`src/hdl/bdst_pkg.sv`:
```
package bdst_pkg;

  localparam int unsigned CFG_AW = 3;
  localparam int unsigned CFG_DW = 32;

  typedef enum logic [CFG_AW-1:0] {
    REG_BLOCKS_PER_DISK     = 3'd0,
    REG_PARTITION_START     = 3'd1,
    REG_LAST_ALLOWED_SECTOR = 3'd2,
    REG_TRACK_SECTORS       = 3'd3,
    REG_CYLINDER_SECTORS    = 3'd4,
    REG_SECTOR_BIAS         = 3'd5,
    REG_GEOMETRY_MODE       = 3'd6,
    REG_BAD_COUNT           = 3'd7
  } cfg_reg_t;

  localparam logic CMD_LOAD      = 1'b0;
  localparam logic CMD_TRANSLATE = 1'b1;

  typedef struct packed {
    logic [7:0]  logical_disk;
    logic [15:0] record_number;
  } xlate_req_t;

  typedef struct packed {
    logic        command;
    logic [7:0]  logical_disk;
    logic [15:0] record_number;
    logic [7:0]  table_index;
    logic [31:0] table_value;
  } in_item_t;

  typedef struct packed {
    logic [31:0] linear_sector;
    logic [40:0] byte_offset;
    logic [31:0] cylinder;
    logic [7:0]  head;
    logic [8:0]  sector_in_track;
    logic        status;
  } out_item_t;

  typedef enum logic [2:0] {
    BE_IDLE,
    BE_MUL,
    BE_WALK,
    BE_WAIT,
    BE_DIV_CYL,
    BE_DIV_HEAD,
    BE_OUT
  } be_state_t;

endpackage

```
`src/hdl/bdst_front.sv`:
```
// accepts beats, writes table loads, queues translate requests (depth 2)
module bdst_front import bdst_pkg::*; #(
  parameter int unsigned MAX_BAD_BLOCKS = 256
) (
  input  logic                              clk,
  input  logic                              rst_n,
  input  logic                              in_valid,
  output logic                              in_ready,
  input  in_item_t                          in_data,
  output logic                              tbl_we,
  output logic [$clog2(MAX_BAD_BLOCKS)-1:0] tbl_waddr,
  output logic [31:0]                       tbl_wdata,
  output logic                              q_valid,
  output xlate_req_t                        q_data,
  input  logic                              q_pop,
  input  logic                              tbl_busy
);
  localparam int unsigned IW = $clog2(MAX_BAD_BLOCKS);

  xlate_req_t q_r [2];
  logic       wp_r, wp_nxt, rp_r, rp_nxt;
  logic [1:0] cnt_r, cnt_nxt;
  logic       acc, push;

  // a load waits until no earlier translate still needs the table
  assign in_ready = (cnt_r != 2'd2) &&
                    ((in_data.command == CMD_TRANSLATE) ||
                     ((cnt_r == 2'd0) && !tbl_busy));
  assign acc      = in_valid && in_ready;
  assign push     = acc && (in_data.command == CMD_TRANSLATE);

  assign tbl_we    = acc && (in_data.command == CMD_LOAD)
                     && ({24'd0, in_data.table_index} < 32'(MAX_BAD_BLOCKS));
  assign tbl_waddr = IW'({24'd0, in_data.table_index});
  assign tbl_wdata = in_data.table_value;

  assign q_valid = (cnt_r != 2'd0);
  assign q_data  = q_r[rp_r];

  always_comb begin
    wp_nxt  = wp_r ^ push;
    rp_nxt  = rp_r ^ q_pop;
    cnt_nxt = cnt_r + {1'b0, push} - {1'b0, q_pop};
  end

  always_ff @(posedge clk) begin
    if (!rst_n) begin
      wp_r  <= 1'b0;
      rp_r  <= 1'b0;
      cnt_r <= 2'd0;
    end else begin
      wp_r  <= wp_nxt;
      rp_r  <= rp_nxt;
      cnt_r <= cnt_nxt;
    end
  end

  always_ff @(posedge clk) begin
    if (push) begin
      q_r[wp_r] <= '{logical_disk: in_data.logical_disk,
                     record_number: in_data.record_number};
    end
  end
endmodule

```
`config.mk`:
```
export PLATFORM = sky130hd
export DESIGN_NAME = bdst_front
export DESIGN_NICKNAME = d
export VERILOG_FILES = /design/src/hdl/bdst_pkg.sv /design/src/hdl/bdst_front.sv
export SDC_FILE = /design/constraint.sdc
export NUM_CORES = 1
export LEC_CHECK = 0
export BUFFER_PORTS_ARGS = -buffer_cell sky130_fd_sc_hd__buf_2
export CAP_MARGIN = 20
export CELL_PAD_IN_SITES_DETAIL_PLACEMENT = 0
export CELL_PAD_IN_SITES_GLOBAL_PLACEMENT = 1
export CORE_MARGIN = 1
export CORE_UTILIZATION = 34
export DETAILED_ROUTE_END_ITERATION = 8
export GPL_ROUTABILITY_DRIVEN = 0
export GPL_TIMING_DRIVEN = 0
export PLACE_DENSITY = 0.86
export SYNTH_ARGS = -nofsm -noshare
export SYNTH_HDL_FRONTEND = slang
export SYNTH_SLANG_ARGS = --single-unit
export TNS_END_PERCENT = 1
```
`constraint.sdc`:
```
create_clock -name clk -period 1.9 [get_ports clk]
set_input_delay 0 -clock clk [delete_from_list [all_inputs] [get_ports clk]]
set_output_delay 0 -clock clk [all_outputs]
set_load 0.01 [all_outputs]
```
======== After elaboration in Yosys (flattened, before gate mapping) ========
Memories as Yosys holds them, arrays and structs flattened. A register that Yosys moved wholly into a read port is not among the register bits.
Index checks and enable logic that the tools add are counted.
storage, ports and cells
  register bits after elaboration ......... 4
  bits in latches ......................... 0
  bits in writable memories ............... 48
  ROM bits ................................ 0
  bits of input ports ..................... 70
  memories kept ........................... 1
memory list
  memory  words  width  rd ports  clocked after Yosys merged registers in  write ports  line              text
  q_r     2      24     1         1                                        1            bdst_front.sv:20  xlate_req_t q_r [2];
cells by class
  $add $sub $neg .......................... 2
  multipliers ............................. 0
  divide/modulo/power cells ............... 0
  $lt $le $gt $ge ......................... 0
  equal/unequal tests ..................... 1
  shift-type cells ........................ 0
  mux-type cells .......................... 3
  bitwise operators ....................... 3
  reductions and logical operators ........ 9
operators with widths
  cell                number
  $logic_and 1x1->1   5
  $mux 1              3
  $add 2x1->2         1
  $logic_not 2->1     1
  $ne 2x2->1 const B  1
  $reduce_bool 2->1   1
  $sub 2x1->2         1
  $xor 1x1->1         2
  $logic_not 1->1     1
  $logic_or 1x1->1    1
  $not 1->1           1

======== Longest topological paths before layout ========
  depth after elaboration ................. 8
  gate-level depth with buffers ........... 7
  mapped depth without buffers ............ 7

======== Worst setup path after synthesis ========
Ideal clock, no wire load.
  kind .................................... register to register
  start ................................... register cnt_r[0]
  end ..................................... memory q_r[1][0] (netlist bit) (enable)
  setup time .............................. 0.383 ns
  arrival ................................. 1.303 ns
  data required time ...................... 1.517 ns
  path slack .............................. 0.214 ns
  stages on the path, launching flop included .. 4
  path buffers ............................ 0
  clock period less this slack ............ 1.686 ns
  cells stage by stage .................... dfxtp_1 nand2b_1 and3_1 ha_1
on the way
  cells in the longest elaborated chain, start to end .. 8
  elaborated cells between the ends (all ways) .. 9
RTL lines
  item                            line              text
  from (decl)                     bdst_front.sv:22  logic [1:0] cnt_r, cnt_nxt;
  from (signal assigned)          bdst_front.sv:54  cnt_r <= cnt_nxt;
  $logic_not 2->1                 bdst_front.sv:28  ((cnt_r == 2'd0) && !tbl_busy));
  $logic_and 1x1->1               bdst_front.sv:28
  $logic_or 1x1->1                bdst_front.sv:27  ((in_data.command == CMD_TRANSLATE) ||
  $logic_and 1x1->1 *             bdst_front.sv:26  assign in_ready = (cnt_r != 2'd2) &&
  $logic_and 1x1->1 *             bdst_front.sv:29  assign acc = in_valid && in_ready;
  $logic_and 1x1->1 *             bdst_front.sv:30  assign push = acc && (in_data.command == CMD_TRANSLATE);
  $mux 1 *                        bdst_front.sv:59  if (push) begin
  $mux 1 (not written as such) *  bdst_front.sv:60  q_r[wp_r] <= '{logical_disk: in_data.logical_disk,
  to (decl)                       bdst_front.sv:20
Every way passes the cells marked *; elsewhere a longest branch is shown, timed or not.

======== Final worst setup path ========
  start ................................... register cnt_r[0]
  end ..................................... memory q_r[0][19] (netlist bit) (enable)
The elaborated chain is that of the path after synthesis.

==> impl_results.html <==
<table>
<tr><th>Metric</th><th>Value</th></tr>
<tr><th colspan="2">Power and ir drop</th></tr>
<tr><td>Clk pwr share</td><td>around a quarter</td></tr>
<tr><td>Total power</td><td>roughly 2600 uW</td></tr>
<tr><td>Portion of total power attributed to sequential cells</td><td>between 50% and 60%</td></tr>
<tr><td>Highest ir drop seen on vdd</td><td>slightly above 300 uV</td></tr>
<tr><td>Switching share of total power</td><td>24.4%</td></tr>
<tr><td>Leak Pwr</td><td>around 0.0015 uW</td></tr>
<tr><td>Pwr per Cell Area</td><td>between 700 and 800 nW/um^2</td></tr>
<tr><td>Switch Pwr</td><td>around 630 uW</td></tr>
<tr><td>Combinational share of power</td><td>between 20% and 30%</td></tr>
<tr><td>Cell Int Power</td><td>a little under 2000 uW</td></tr>
<tr><th colspan="2">Outcome</th></tr>
<tr><td>Status</td><td>complete, no violations</td></tr>
<tr><th colspan="2">Logic synthesis</th></tr>
<tr><td>Yosys warning total</td><td>0</td></tr>
<tr><td>Area fraction of the dominant cell type after synthesis</td><td>roughly three fifths</td></tr>
<tr><td>Count of unique library cells instantiated by Yosys</td><td>20</td></tr>
<tr><td>Netlist area before placement</td><td>2410 um^2</td></tr>
<tr><td>Top flip-flop cell by instance count after synthesis</td><td>edfxtp_1</td></tr>
<tr><td>Largest area contributor in the synthesized netlist</td><td>edfxtp_1</td></tr>
<tr><td>Post-synthesis instance total</td><td>between 100 and 150</td></tr>
<tr><td>Post-synth ARST share</td><td>0%</td></tr>
<tr><td>Post-synthesis net count</td><td>roughly 210</td></tr>
<tr><td>Number of synthesized register bits</td><td>53</td></tr>
<tr><td>Most instantiated cells after synthesis</td><td>edfxtp_1, buf_4, mux2_4</td></tr>
<tr><td>Cell types with the largest area share after synthesis</td><td>edfxtp_1, buf_4, mux2_4</td></tr>
<tr><td>Post-Syn Area per Cell</td><td>around 17 um^2</td></tr>
<tr><td>EDFF count, synth</td><td>48</td></tr>
<tr><td>Count leader, synth</td><td>edfxtp_1</td></tr>
<tr><td>Post-synthesis sequential area ratio</td><td>approximately 64%</td></tr>
<tr><th colspan="2">Timing</th></tr>
<tr><td>Minimum period implied by the final worst setup slack</td><td>roughly 1.8 ns</td></tr>
<tr><td>Crit share post-route</td><td>95.4%</td></tr>
<tr><td>Normalized max-slew margin</td><td>between 50% and 60%</td></tr>
<tr><td>Unrepaired setup endpoints after global routing</td><td>true</td></tr>
<tr><td>Post-Route Skew</td><td>0.00827 ns</td></tr>
<tr><td>Top achievable clock speed</td><td>about 550 MHz</td></tr>
<tr><td>Summed negative setup slack over all endpoints</td><td>0 ns</td></tr>
<tr><td>Actual transition at the worst max-transition pin</td><td>between 0.6 and 0.7 ns</td></tr>
<tr><td>Number of hold violations in the final report</td><td>0</td></tr>
<tr><td># setup viols final</td><td>0</td></tr>
<tr><td>Max-slew violation count</td><td>0</td></tr>
<tr><th colspan="2">Layout</th></tr>
<tr><td>Footprint of the multi-input gates</td><td>slightly above 500 um^2</td></tr>
<tr><td>Final-stage net count</td><td>between 300 and 400</td></tr>
<tr><td>Non-filler instance count after layout</td><td>~370</td></tr>
<tr><td>Area growth syn-to-layout</td><td>40.5%</td></tr>
<tr><td>Area occupied by registers</td><td>around 1500 um^2</td></tr>
<tr><td>Final non-filler cell area</td><td>roughly 3400 um^2</td></tr>
<tr><td>Ant diodes</td><td>0</td></tr>
<tr><td>Fillcell total</td><td>roughly 610</td></tr>
<tr><td>Layout cells sized above 1</td><td>approximately 64%</td></tr>
<tr><th colspan="2">Die</th></tr>
<tr><td>Floorplan core area</td><td>just under 7000 um^2</td></tr>
<tr><td>Die Height</td><td>86.2 um</td></tr>
<tr><td>DIE WIDTH</td><td>approximately 86 um</td></tr>
<tr><td>Effective utilization at floorplan</td><td>a little over a third</td></tr>
<tr><td>Total Die Area</td><td>7420 um^2</td></tr>
<tr><td>Cell Rows</td><td>30</td></tr>
<tr><td>Count of pins on the block boundary</td><td>about 140</td></tr>
<tr><th colspan="2">Clock network</th></tr>
<tr><td>Post-cts gate resize count</td><td>0</td></tr>
<tr><td>Clock tree from TritonCTS</td><td>built</td></tr>
<tr><td>Clock network latency to the later pin of the worst-skew pair</td><td>about 0.30 ns</td></tr>
<tr><td># Post-CTS Setup Buffers</td><td>0</td></tr>
<tr><td>Clock root buffer master</td><td>clkbuf_8</td></tr>
<tr><td>Number of H-tree levels</td><td>2</td></tr>
<tr><td>Number of buffers on the longest clock path</td><td>2</td></tr>
<tr><td>Clock buffers created by TritonCTS</td><td>5</td></tr>
<tr><td>Clk sinks</td><td>53</td></tr>
<tr><td>Reg clk slew, reported paths</td><td>0.09 ns</td></tr>
<tr><th colspan="2">Drt</th></tr>
<tr><td>ANT nets after route</td><td>0</td></tr>
<tr><td>Sum of routed wire length over all layers</td><td>about 4200 um</td></tr>
<tr><td>Length of the first detailed-routing pass in iterations</td><td>4</td></tr>
<tr><td>Average wire per standard cell</td><td>~11 um</td></tr>
<tr><td>Vias post-DR</td><td>around 1500</td></tr>
<tr><td>Final routed DRC violation total</td><td>0</td></tr>
<tr><td>Starting DRT DRC Count</td><td>26</td></tr>
<tr><td>Post-detailed-route via-to-cell ratio</td><td>between 4 and 5</td></tr>
<tr><th colspan="2">Flow run</th></tr>
<tr><td>Number of max-cap violations</td><td>0</td></tr>
<tr><th colspan="2">Placed design</th></tr>
<tr><td>Post-placement cell area</td><td>about 3000 um^2</td></tr>
<tr><td>Count of input and output buffers</td><td>96</td></tr>
<tr><td>Half-perimeter wire length after placement</td><td>just over 3000 um</td></tr>
<tr><td>Post-Place Cells</td><td>~330</td></tr>
<tr><th colspan="2">Critical path</th></tr>
<tr><td>First element of the critical path</td><td>cnt_r[0]</td></tr>
<tr><td>Startpoint-to-endpoint class of the critical path</td><td>flip-flop to flip-flop</td></tr>
<tr><td>Required time of the worst setup path</td><td>between 1.5 and 2 ns</td></tr>
<tr><td>FF-to-FF Start</td><td>cnt_r[0]</td></tr>
<tr><td>Slack of the worst reg-to-reg path</td><td>between 0.08 and 0.09 ns</td></tr>
<tr><td>CP startpoint kind</td><td>flip-flop</td></tr>
<tr><td>Depth of the worst register-to-register path</td><td>4</td></tr>
<tr><td>Kind of capture point of the worst setup path</td><td>flip-flop</td></tr>
<tr><td>Largest fanout on the critical path</td><td>14</td></tr>
<tr><td>Worst reg2reg endpoint</td><td>q_r[0][19]</td></tr>
<tr><td>Data arrival time at the worst-slack endpoint</td><td>1.83 ns</td></tr>
<tr><td>Capture point of the worst path</td><td>q_r[0][19]</td></tr>
<tr><th colspan="2">GRT</th></tr>
<tr><td>Antenna violations before repair</td><td>0</td></tr>
<tr><td>Pin count of the biggest net entering global routing</td><td>19</td></tr>
<tr><td>Wire length of the first global-routing pass</td><td>6230 um</td></tr>
<tr><td>GRT Total Usage</td><td>11.3%</td></tr>
<tr><td>Number of global-route vias before repair</td><td>1388</td></tr>
<tr><td>Total global routing overflow</td><td>0</td></tr>
<tr><th colspan="2">Worst hold path</th></tr>
<tr><td>Worst min-delay path category</td><td>input port to flip-flop</td></tr>
<tr><td>Hold path startpoint</td><td>q_pop</td></tr>
</table>
[final cells by class]
| type | count | share of cell area (%) |
|---|---|---|
| plain buffers | 43 | 10.4 |
| clock buffers | 5 | 2.03 |
| clock inverters | 3 | 0.740 |
| inverters | 2 | 0.222 |
| multi-input cells | 42 | 15.0 |
| flip-flops and latches | 53 | 45.6 |
| well taps | 96 | 3.55 |
| repair buffers | 123 | 22.5 |
[how the worst min path moves through the flow]
stage	end	slack, ns	cells past startpoint
global placement	tbl_wdata[11]	0.18	2
global route	flip-flop	0.06	3
floorplan	tbl_we	0.03	1
finish	flip-flop	0.06	3
CTS	flip-flop	0.04	3
detailed placement	tbl_wdata[11]	0.18	2
[metal layers]
layer  vias to the layer above  GRT usage, %  share of wire [%]
met5                         -             0                  0
met4                         0          4.09               0.90
met3                         2          3.18                4.8
met2                        68          21.0                 55
met1                       684          12.1                 40
li1                        716             -                  -
[stage by stage]
stage          setup WS (ns)  hold WS, ns  util [%]
6_report              0.0865       0.0559      49.5
5_1_grt              -0.0997       0.0570      49.5
4_1_cts               0.0338       0.0444      49.5
3_5_place_dp          0.0449        0.184      44.5
3_3_place_gp          -0.164        0.184      44.0
2_1_floorplan          0.214       0.0341         -
[kinds of logic (layout without fill, tap and decap cells)]
family / count (synthesis) / after routing / synth area share (%)
AO/OA/AOI/OAI: 1 / 1 / 0.312
XOR/XNOR: 2 / 2 / 1.30
adder cells (fa/ha/maj): 4 / 4 / 2.08
buffers and inverters: 45 / 176 / 14.9
flip-flops: 53 / 53 / 64.0
multiplexers: 24 / 24 / 14.3
AND/OR/NAND/NOR: 11 / 11 / 3.06
[sequential cells by signal, indices dropped and copies added, names as in the netlist, named ones only]
| signal | cells |
|---|---|
| rp_r | 1 |
| cnt_r | 2 |
| q_r | 48 |
| wp_r | 1 |
[cells in the final DEF (no fill, tap or decap), types with 2 or more instances in the layout]
cell type      count
inv_1              2
and2_1             3
dlygate4sd3_1     25
buf_2             96
buf_4             40
ha_1               4
edfxtp_1          48
buf_12             2
nor2b_1            2
clkbuf_8           5
mux2_2             4
dfxtp_1            5
mux2_4            20
buf_8              2
[critical path: stages (launching register included)]
cell and delay, ns:
dfxtp_1 0.38, nand2b_1 0.15, and3_1 0.19, ha_1 0.56, buf_8 0.25
[power by group through the flow]
stage	clock network [uW]	logic [uW]	registers, uW
floorplan	0	356	1400
global placement	0	520	1400
detailed placement	0	544	1400
CTS	679	584	1380
global route	731	620	1380
finish	644	571	1380
[what timing repair did]
item                                    in CTS  in global routing
hold buffers                                25                  0
endpoints found under the setup margin       0                 28
endpoints found under the hold margin       53                  0
(Power assumes the default switching activity.)
