**src/hdl/bdst_pkg.sv**
```systemverilog
package bdst_pkg;

  localparam int unsigned CFG_AW = 3;
  localparam int unsigned CFG_DW = 32;

  typedef enum logic [CFG_AW-1:0] {
    REG_BLOCKS_PER_DISK     = 3'd0,
    REG_PARTITION_START     = 3'd1,
    REG_LAST_ALLOWED_SECTOR = 3'd2,
    REG_TRACK_SECTORS       = 3'd3,
    REG_CYLINDER_SECTORS    = 3'd4,
    REG_SECTOR_BIAS         = 3'd5,
    REG_GEOMETRY_MODE       = 3'd6,
    REG_BAD_COUNT           = 3'd7
  } cfg_reg_t;

  localparam logic CMD_LOAD      = 1'b0;
  localparam logic CMD_TRANSLATE = 1'b1;

  typedef struct packed {
    logic [7:0]  logical_disk;
    logic [15:0] record_number;
  } xlate_req_t;

  typedef struct packed {
    logic        command;
    logic [7:0]  logical_disk;
    logic [15:0] record_number;
    logic [7:0]  table_index;
    logic [31:0] table_value;
  } in_item_t;

  typedef struct packed {
    logic [31:0] linear_sector;
    logic [40:0] byte_offset;
    logic [31:0] cylinder;
    logic [7:0]  head;
    logic [8:0]  sector_in_track;
    logic        status;
  } out_item_t;

  typedef enum logic [2:0] {
    BE_IDLE,
    BE_MUL,
    BE_WALK,
    BE_WAIT,
    BE_DIV_CYL,
    BE_DIV_HEAD,
    BE_OUT
  } be_state_t;

endpackage

```
**src/hdl/bdst_back.sv**
```systemverilog
// multiply, bad-block walk, two restoring divides in geometry mode if in range, output register
module bdst_back import bdst_pkg::*; #(
  parameter int unsigned MAX_BAD_BLOCKS = 256
) (
  input  logic                              clk,
  input  logic                              rst_n,
  input  logic                              q_valid,
  input  xlate_req_t                        q_data,
  output logic                              q_pop,
  output logic                              tbl_busy,
  output logic [$clog2(MAX_BAD_BLOCKS)-1:0] tbl_raddr,
  input  logic [31:0]                       tbl_rdata,
  input  logic [23:0]                       blocks_per_disk,
  input  logic [31:0]                       partition_start,
  input  logic [31:0]                       last_allowed_sector,
  input  logic [5:0]                        track_sectors,
  input  logic [13:0]                       cylinder_sectors,
  input  logic [7:0]                        sector_bias,
  input  logic                              geometry_mode,
  input  logic [8:0]                        bad_count,
  output logic                              out_valid,
  input  logic                              out_ready,
  output out_item_t                         out_data
);
  localparam int unsigned IW = $clog2(MAX_BAD_BLOCKS);
  localparam int unsigned NW = $clog2(MAX_BAD_BLOCKS + 1);

  be_state_t   st_r, st_nxt;
  xlate_req_t  req_r, req_nxt;
  logic [31:0] s_r, s_nxt;
  logic [NW-1:0] i_r, i_nxt, n_lim;
  logic        first_r, first_nxt;
  logic [31:0] quo_r, quo_nxt, rem_r, rem_nxt;
  logic [5:0]  bit_r, bit_nxt;
  logic [31:0] cyl_r, cyl_nxt;
  logic        ovf_r, ovf_nxt;
  out_item_t   res_r, res_nxt;
  logic        ov_r, ov_nxt;
  logic [31:0] divisor, trial_rem;
  logic [32:0] trial;
  logic [13:0] cs;
  logic [5:0]  ts;
  logic [9:0]  sec_sum;

  assign n_lim = (32'(bad_count) > 32'(MAX_BAD_BLOCKS)) ?
                 NW'(MAX_BAD_BLOCKS) : NW'(bad_count);
  assign tbl_raddr = i_r[IW-1:0];
  // table is read from the multiply through the walk
  assign tbl_busy  = (st_r == BE_MUL) || (st_r == BE_WALK);
  assign cs = (cylinder_sectors == 14'd0) ? 14'd1 : cylinder_sectors;
  assign ts = (track_sectors == 6'd0) ? 6'd1 : track_sectors;
  assign divisor   = (st_r == BE_DIV_CYL) ? {18'd0, cs} : {26'd0, ts};
  assign trial_rem = {rem_r[30:0], quo_r[31]};
  assign trial     = {1'b0, trial_rem} - {1'b0, divisor};
  assign out_valid = ov_r;
  assign out_data  = res_r;

  always_comb begin
    st_nxt = st_r; req_nxt = req_r; s_nxt = s_r; i_nxt = i_r;
    first_nxt = first_r; quo_nxt = quo_r; rem_nxt = rem_r; bit_nxt = bit_r;
    cyl_nxt = cyl_r; ovf_nxt = ovf_r; res_nxt = res_r; ov_nxt = ov_r;
    q_pop = 1'b0;
    sec_sum = '0;
    if (ov_r && out_ready) begin
      ov_nxt = 1'b0;
    end
    case (st_r)
      BE_IDLE: begin
        if (q_valid) begin
          q_pop = 1'b1;
          req_nxt = q_data;
          st_nxt = BE_MUL;
        end
      end
      BE_MUL: begin
        s_nxt = 32'({24'd0, req_r.logical_disk} * {8'd0, blocks_per_disk})
                + {16'd0, req_r.record_number};
        i_nxt = '0;
        first_nxt = 1'b1;
        st_nxt = BE_WALK;
      end
      BE_WALK: begin
        // rdata of entry i_r-1 is valid when not first
        if (!first_r && (s_r >= tbl_rdata)) begin
          s_nxt = s_r + 32'd1;
        end
        first_nxt = 1'b0;
        if (i_r == n_lim) begin
          st_nxt = BE_WAIT;
        end else begin
          i_nxt = i_r + NW'(1);
        end
        if (first_r && (n_lim == '0)) begin
          st_nxt = BE_WAIT;
        end
      end
      BE_WAIT: begin
        s_nxt = s_r + partition_start;
        ovf_nxt = 1'b0;
        st_nxt = BE_OUT;
        if (geometry_mode) begin
          ovf_nxt = (s_r + partition_start) > last_allowed_sector;
          if (!((s_r + partition_start) > last_allowed_sector)) begin
            quo_nxt = s_r + partition_start;
            rem_nxt = '0;
            bit_nxt = 6'd32;
            st_nxt = BE_DIV_CYL;
          end
        end
      end
      BE_DIV_CYL, BE_DIV_HEAD: begin
        // one quotient bit per cycle
        quo_nxt = {quo_r[30:0], ~trial[32]};
        rem_nxt = trial[32] ? trial_rem : trial[31:0];
        bit_nxt = bit_r - 6'd1;
        if (bit_r == 6'd1) begin
          if (st_r == BE_DIV_CYL) begin
            cyl_nxt = {quo_r[30:0], ~trial[32]};
            quo_nxt = trial[32] ? trial_rem : trial[31:0];
            rem_nxt = '0;
            bit_nxt = 6'd32;
            st_nxt = BE_DIV_HEAD;
          end else begin
            st_nxt = BE_OUT;
          end
        end
      end
      BE_OUT: begin
        if (!ov_r || out_ready) begin
          res_nxt.linear_sector = s_r;
          res_nxt.byte_offset   = {s_r, 9'd0};
          res_nxt.status        = ovf_r && geometry_mode;
          res_nxt.cylinder      = '0;
          res_nxt.head          = '0;
          res_nxt.sector_in_track = '0;
          if (geometry_mode && !ovf_r) begin
            sec_sum = 10'(rem_r) + 10'd1 + {2'd0, sector_bias};
            res_nxt.cylinder        = cyl_r;
            res_nxt.head            = quo_r[7:0];
            res_nxt.sector_in_track = sec_sum[8:0];
          end
          ov_nxt = 1'b1;
          st_nxt = BE_IDLE;
        end
      end
      default: st_nxt = BE_IDLE;
    endcase
  end

  always_ff @(posedge clk) begin
    if (!rst_n) begin
      st_r <= BE_IDLE;
      ov_r <= 1'b0;
    end else begin
      st_r <= st_nxt;
      ov_r <= ov_nxt;
    end
  end

  always_ff @(posedge clk) begin
    req_r <= req_nxt; s_r <= s_nxt; i_r <= i_nxt; first_r <= first_nxt;
    quo_r <= quo_nxt; rem_r <= rem_nxt; bit_r <= bit_nxt; cyl_r <= cyl_nxt;
    ovf_r <= ovf_nxt; res_r <= res_nxt;
  end
endmodule

```
**config.mk**
```make
export PLATFORM = sky130hd
export DESIGN_NAME = bdst_back
export DESIGN_NICKNAME = d
export VERILOG_FILES = /design/src/hdl/bdst_pkg.sv /design/src/hdl/bdst_back.sv
export SDC_FILE = /design/constraint.sdc
export NUM_CORES = 1
export LEC_CHECK = 0
export BUFFER_PORTS_ARGS = -buffer_cell sky130_fd_sc_hd__buf_4
export CORE_MARGIN = 2
export CORE_UTILIZATION = 45
export CTS_BUF_LIST = sky130_fd_sc_hd__clkbuf_2
export CTS_CLUSTER_SIZE = 14
export DETAILED_ROUTE_END_ITERATION = 10
export PLACE_DENSITY = 0.67
export SETUP_SLACK_MARGIN = 0.3
export SLEW_MARGIN = 10
export SYNTH_ARGS = -nofsm -noshare
export SYNTH_HDL_FRONTEND = slang
export SYNTH_SLANG_ARGS = --single-unit
```
**constraint.sdc**
```tcl
create_clock -name clk -period 14.15 [get_ports clk]
set_input_delay 0 -clock clk [delete_from_list [all_inputs] [get_ports clk]]
set_output_delay 0 -clock clk [all_outputs]
set_load 0.03 [all_outputs]
```
# Word-level counts from Yosys, hierarchy flattened
# Index checks and enable logic that the tools add are counted.
# Widths: inputs -> output; s select.
[totals]
out_inout_bits = 134
wordCells = 110
register_bits = 254
[op_classes]
addsub = 8
bitwise_logic = 1
reduce_logical = 25
n_lt_le_gt_ge = 3
mul = 1
muxes = 39
n_eq_ne = 16
[ops]
columns = ["op", "count"]
rows = [
  ["$mux 32", 6],
  ["$mux 31", 4],
  ["$pmux 32 s3", 1],
  ["$pmux 32 s2", 1],
  ["$pmux 31 s2", 1],
  ["$sub 32x14->33", 1],
  ["$add 32x1->32 const B", 1],
  ["$add 32x16->32", 1],
  ["$add 32x32->32", 1],
  ["$ge 32x32->1", 1],
  ["$gt 32x32->1", 1],
  ["$mul 8x24->32", 1],
  ["$mux 6", 5],
  ["$mux 14", 2],
  ["$add 9x1->9 const B", 2],
  ["$mux 9", 2],
  ["$pmux 3 s6", 1],
  ["$pmux 9 s2", 1],
  ["$mux 3", 5],
  ["$logic_not 14->1", 1],
  ["$ne 2x2->1 const B", 6],
  ["$pmux 6 s2", 1],
  ["$add 9x8->9", 1],
  ["$eq 3x3->1 const B", 3],
  ["24 further kinds", 43],
]

# Depth between registers and ports, before layout
[depth]
ltp_word = 8
ltp_mapped = 20
depth_no_buf = 20

# Worst setup path after synthesis
# No wires, ideal clock.
[synth_path]
kind = "reg2reg"
startpoint = "reg s_r[0]"
endpoint = "reg bit_r[0], enable pin"
setup_time_ns = 0.591
arrival_time_ns = 8.536
path_stages_with_launch = 21
n_path_buf = 0
required_ns = 13.559
synth_period_minus_slack_ns = 9.127
setup_slack_ns = 5.023
cell_sequence = "edfxtp_1 -> ha_1 -> inv_1 -> fa_1 -> nor2b_1 -> o2111ai_1 -> a21o_1 -> a2111oi_0 -> nor2_1 -> a21oi_1 -> xnor2_1 -> inv_1 -> ha_1 -> nand4_1 -> nor2_1 -> nand4_1 -> nand2_1 -> a2bb2oi_1 -> o21a_1 -> nand3_1 -> o21ai_0"
[synth_via]
elab_chain_len = 4
[synth_lines]
columns = ["element", "line", "rtl"]
rows = [
  ["from (decl)", "bdst_back.sv:30", "logic [31:0] s_r, s_nxt;"],
  ["from (signal assigned)", "bdst_back.sv:161", "req_r <= req_nxt; s_r <= s_nxt; i_r <= i_nxt; first_r <= first_nxt;"],
  ["$add 32x32->32", "bdst_back.sv:103", "if (!((s_r + partition_start) > last_allowed_sector)) begin"],
  ["$gt 32x32->1", "bdst_back.sv:103", ""],
  ["$ne 2x2->1 (no source line)", "-", ""],
  ["$reduce_and 3->1 (no source line)", "-", ""],
  ["to (signal assigned)", "bdst_back.sv:162", "quo_r <= quo_nxt; rem_r <= rem_nxt; bit_r <= bit_nxt; cyl_r <= cyl_nxt;"],
  ["to (decl)", "bdst_back.sv:34", "logic [5:0] bit_r, bit_nxt;"],
]
# No other way between the ends.
# A chain may end at the register's enable or synchronous reset.

# Worst setup path after layout
[layout_path]
startpoint = "reg req_r[17] (netlist bit)"
endpoint = "reg s_r[31] (data pin)"
[layout_via]
elab_chain_len = 3
[layout_lines]
columns = ["element", "line", "rtl"]
rows = [
  ["from (decl)", "bdst_back.sv:29", "xlate_req_t req_r, req_nxt;"],
  ["from (signal assigned)", "bdst_back.sv:161", ""],
  ["$mul 8x24->32", "bdst_back.sv:76", "s_nxt = 32'({24'd0, req_r.logical_disk} * {8'd0, blocks_per_disk})"],
  ["$add 32x16->32", "bdst_back.sv:77", "+ {16'd0, req_r.record_number};"],
  ["$pmux 32 s3", "bdst_back.sv:67", "case (st_r)"],
  ["named net s_nxt[31]", "bdst_back.sv:30", ""],
]
# The timed path passes the listed nets, and every way through them passes these cells.

==> results.py <==
metrics = {
    "placement": {
        "place_hpwl_um": 52190,
        "gp_routability_congestion": 0.9381,
        "detailed_place.area_um2": 25220,
        "pre_cts_slack_ns": 8.147,
        "io_buffer_count": 310,
    },
    "logic_synthesis": {
        "synth-seq-area-share_pct": 33.69,
        "netlist_area_um2": 22520,
        "synth_async_sr_flop_share_pct": 0,
        "netlist_instances": 2334,
        "ys_seq_elements": 254,
        "netlist-cell-type-count": 74,
        "synth.yosys.warnings": 0,
        "syn_area_per_cell_um2": 9.649,
        "synthFlopType": "sky130_fd_sc_hd__edfxtp_1",
        "synth_edf_count": 250,
    },
    "pwr": {
        "power.sequential.fraction_pct": 19.1,
        "total_leakage_power_nw": 12.27,
        "finalPower_w": 0.007586,
        "power_switching_share_pct": 51.31,
        "power.net_switching_w": 0.003892,
        "internal-power_w": 0.003693,
        "irDropWorstVdd_uv": 249.0,
        "power_frac_clock_pct": 7.6,
        "power.share.combinational_pct": 73.3,
        "pwr_density_cell_nw_per_um2": 276.1,
    },
    "global_route": {
        "grtUsageTotal_pct": 26.38,
        "gr-total-overflow": 0,
        "grt_antenna_before_repair": 3,
        "grt_pass1_wl_um": 108000,
        "grt_start_max_net_pins": 70,
        "vias_in_the_first_global_route": 19430,
    },
    "sta": {
        "timing.final.max_slew_violations": 0,
        "tightest_slew_ns": 1.118,
        "fin_worst_skew_ns": 0.09618,
        "worst_slew_margin_rel_pct": 25.21,
        "finalWorstPathRequiredPeriod_ns": 6.998,
        "setup_ws_ns": 7.152,
        "finalSetupViolations": 0,
        "grt_setup_unrepaired": "false",
        "timing.setup.tns_ns": 0,
        "max_freq_mhz": 142.9,
        "final_hold_fails": 0,
        "fin_crit_sh_pct": 49.45,
    },
    "clock_tree": {
        "clkSinkCount": 254,
        "clock_tree.root_cell": "sky130_fd_sc_hd__clkbuf_2",
        "tritoncts": "done",
        "post-cts-setup-buffer-count": 0,
        "worst_skew_pair_latency_ns": 1.01,
        "h-tree-depth": 3,
        "cts_made_buffers": 70,
        "cts.reportedPaths.clkPinSlew_ns": 0.12,
        "clock_path_buffers": 3,
    },
    "worst_setup_path": {
        "cp_slowest_stage_delay_ns": 0.92,
        "critical_path_depth": 19,
        "timing.critical_path.cells": "nand2_1 > fa_1 > inv_1 > fa_1 > inv_1 > fa_1 > fa_1 > inv_1 > ha_1 > nand4_1 > or4b_2 > a21oi_1 > o311a_1 > o211ai_1 > and3_1 > o32ai_1 > dlygate4sd3_1 > nor2_1 > dlygate4sd3_1",
        "worstRegToRegCells": 19,
        "worst_ep_required_time_ns": 14.92,
        "critical_path.n_buffers_inverters": 5,
        "critical-path-slowest-cell": "sky130_fd_sc_hd__edfxtp_1",
        "critical_path.startpoint_type": "flip-flop",
        "end_kind": "flip-flop",
        "path_common_cell": "sky130_fd_sc_hd__fa_1",
        "path_class": "reg -> reg",
        "critical-path-top-delay-family": "adder cells",
        "highest_net_fanout_along_the_worst_path": 24,
        "critical_path_arrival_ns": 7.77,
    },
    "drt": {
        "route.vias.total": 18950,
        "routed_wl_um": 68220,
        "drt-vias-per-instance": 5.419,
        "firstDrtPassIters": 5,
        "number_of_nets_still_failing_antenna_checks_after_routing": 0,
        "drt_drc_violations_left": 0,
        "drt_iter0_drc": 1772,
        "wl_per_cell_um": 19.51,
    },
    "floorplan": {
        "start_util_pct": 45.82,
        "pin_count": 320,
        "die-height_um": 227.7,
        "chip_width_um": 227.7,
        "die-area_um2": 51850,
        "fp.coreArea_um2": 49150,
        "placementRows": 81,
    },
    "cells_and_area": {
        "number_of_filler_cells_placed_in_the_layout": 4444,
        "ff_latch_area_um2": 7589,
        "flow.area_growth_from_synthesis_pct": 21.99,
        "drive_gt1_share_pct": 16.18,
        "combined_area_of_the_multi_input_logic_cells_um2": 13160,
        "utilization_pct": 55.89,
        "final_nets": 3295,
        "final_cell_area_um2": 27470,
    },
    "worst_hold_path": {
        "min_delay_path_depth": 7,
        "hold_path.class": "in -> reg",
    },
    "outcome": {
        "status": "completed",
    },
    "job": {
        "timing.max_cap.violations": 0,
    },
}
==> synth_stat cells, types with 23 or more instances <==
master                     number  area (um2)
sky130_fd_sc_hd__buf_4         49       367.9
sky130_fd_sc_hd__xnor2_1       69       604.3
sky130_fd_sc_hd__fa_1         151        3023
sky130_fd_sc_hd__xor2_1        48       420.4
sky130_fd_sc_hd__inv_1        323        1212
sky130_fd_sc_hd__a21oi_1      110       550.5
sky130_fd_sc_hd__ha_1         181        2265
sky130_fd_sc_hd__nor3_1        39       195.2
sky130_fd_sc_hd__nand2_1      173       649.4
sky130_fd_sc_hd__a211oi_1      32       240.2
sky130_fd_sc_hd__nor2_1       156       585.6
sky130_fd_sc_hd__and2_1       179        1120
sky130_fd_sc_hd__clkbuf_1      65       244.0
sky130_fd_sc_hd__nand3_1       51       255.2
sky130_fd_sc_hd__o21ai_0       99       495.5
sky130_fd_sc_hd__nor2b_1       23       143.9
sky130_fd_sc_hd__edfxtp_1     250        7507
sky130_fd_sc_hd__a21o_1        54       405.4
==> power by group through the flow <==
stage	sequential (W)	clock [W]	combinational [W]
after global routing	0.00147	0.000630	0.00619
after floorplan	0.00134	0	0.00393
final	0.00145	0.000575	0.00556
after global placement	0.00145	0	0.00519
after detailed placement	0.00146	0	0.00530
after CTS	0.00144	0.000595	0.00548
==> kinds of logic (layout without fill, tap and decap cells) <==
| logic type | count (synthesis) | in the layout | synth area share, % |
|---|---|---|---|
| AOI/OAI and AO/OA | 434 | 434 | 12.62 |
| xor gates and xnor gates | 117 | 117 | 4.550 |
| adders and majority gates | 332 | 332 | 23.48 |
| buffers and inverters | 441 | 930 | 8.178 |
| DFF | 254 | 254 | 33.69 |
| muxes | 15 | 15 | 0.6666 |
| other | 1 | 11 | 0.01665 |
| and+or+nand+nor | 740 | 740 | 16.80 |
==> worst paths after layout <==
path                  from         to  slack, ns
min          tbl_rdata[23]    s_r[31]       0.17
max              req_r[17]    s_r[31]       7.15
max reg2reg      req_r[17]    s_r[31]       7.15
min reg2reg      quo_r[28]  cyl_r[29]       0.47
==> cells in the final DEF, fill, tap and decap left out, types with 110 or more instances in the layout <==
cell type,synthesis,layout
sky130_fd_sc_hd__edfxtp_1,250,250
sky130_fd_sc_hd__dlygate4sd3_1,0,155
sky130_fd_sc_hd__ha_1,181,181
sky130_fd_sc_hd__fa_1,151,151
sky130_fd_sc_hd__buf_4,49,324
sky130_fd_sc_hd__and2_1,179,179
sky130_fd_sc_hd__nor2_1,156,154
sky130_fd_sc_hd__inv_1,323,323
sky130_fd_sc_hd__a21oi_1,110,110
sky130_fd_sc_hd__nand2_1,173,173
==> per-stage QoR <==
stage                     hold slack, ns  std cells
final                             0.1689       3497
after global routing              0.1336       3497
after CTS                        0.05024       3494
after detailed placement          0.1794       3213
after global placement            0.1789       3213
after floorplan                  0.09887       2342
==> worst register-to-register path, cell delays in order (launching register included) <==
cell and delay, ns:
sky130_fd_sc_hd__edfxtp_1 0.92, sky130_fd_sc_hd__nand2_1 0.18, sky130_fd_sc_hd__fa_1 0.56, sky130_fd_sc_hd__inv_1 0.05, sky130_fd_sc_hd__fa_1 0.51, sky130_fd_sc_hd__inv_1 0.06, sky130_fd_sc_hd__fa_1 0.46, sky130_fd_sc_hd__fa_1 0.54
sky130_fd_sc_hd__inv_1 0.04, sky130_fd_sc_hd__ha_1 0.36, sky130_fd_sc_hd__nand4_1 0.20, sky130_fd_sc_hd__or4b_2 0.64, sky130_fd_sc_hd__a21oi_1 0.26, sky130_fd_sc_hd__o311a_1 0.29, sky130_fd_sc_hd__o211ai_1 0.15, sky130_fd_sc_hd__and3_1 0.21
sky130_fd_sc_hd__o32ai_1 0.20, sky130_fd_sc_hd__dlygate4sd3_1 0.58, sky130_fd_sc_hd__nor2_1 0.04, sky130_fd_sc_hd__dlygate4sd3_1 0.54
==> metal layers <==
layer  track usage [%]  vias up  share of wire [%]
li1                  -     8893                  -
met5                 0        -              0.016
met3             4.908      133                7.8
met2             42.65      774                 47
met1             35.09     9149                 42
met4             10.38        2                3.4
==> flip-flops by register name, summed over array words and instances, names as in the netlist, 6 cells and up <==
register	cells
req_r	24
s_r	32
out_data	82
bit_r	6
rem_r	31
quo_r	32
cyl_r	32
i_r	9
==> what timing repair did <==
item                                   4_1_cts  5_1_grt
hold buffers                               155        0
endpoints found under the hold margin      283        0
resized for setup                            0        0
==> cell type report <==
class | instances | area share, %
diodes | 2 | 0.01822
well taps | 664 | 3.024
repair buffers | 480 | 14.57
flip-flops and latches | 254 | 27.62
multi-input cells | 1647 | 47.88
clock inverters | 24 | 0.5966
clock buffers | 102 | 1.858
inverters | 324 | 4.427
(Power assumes the default switching activity.)
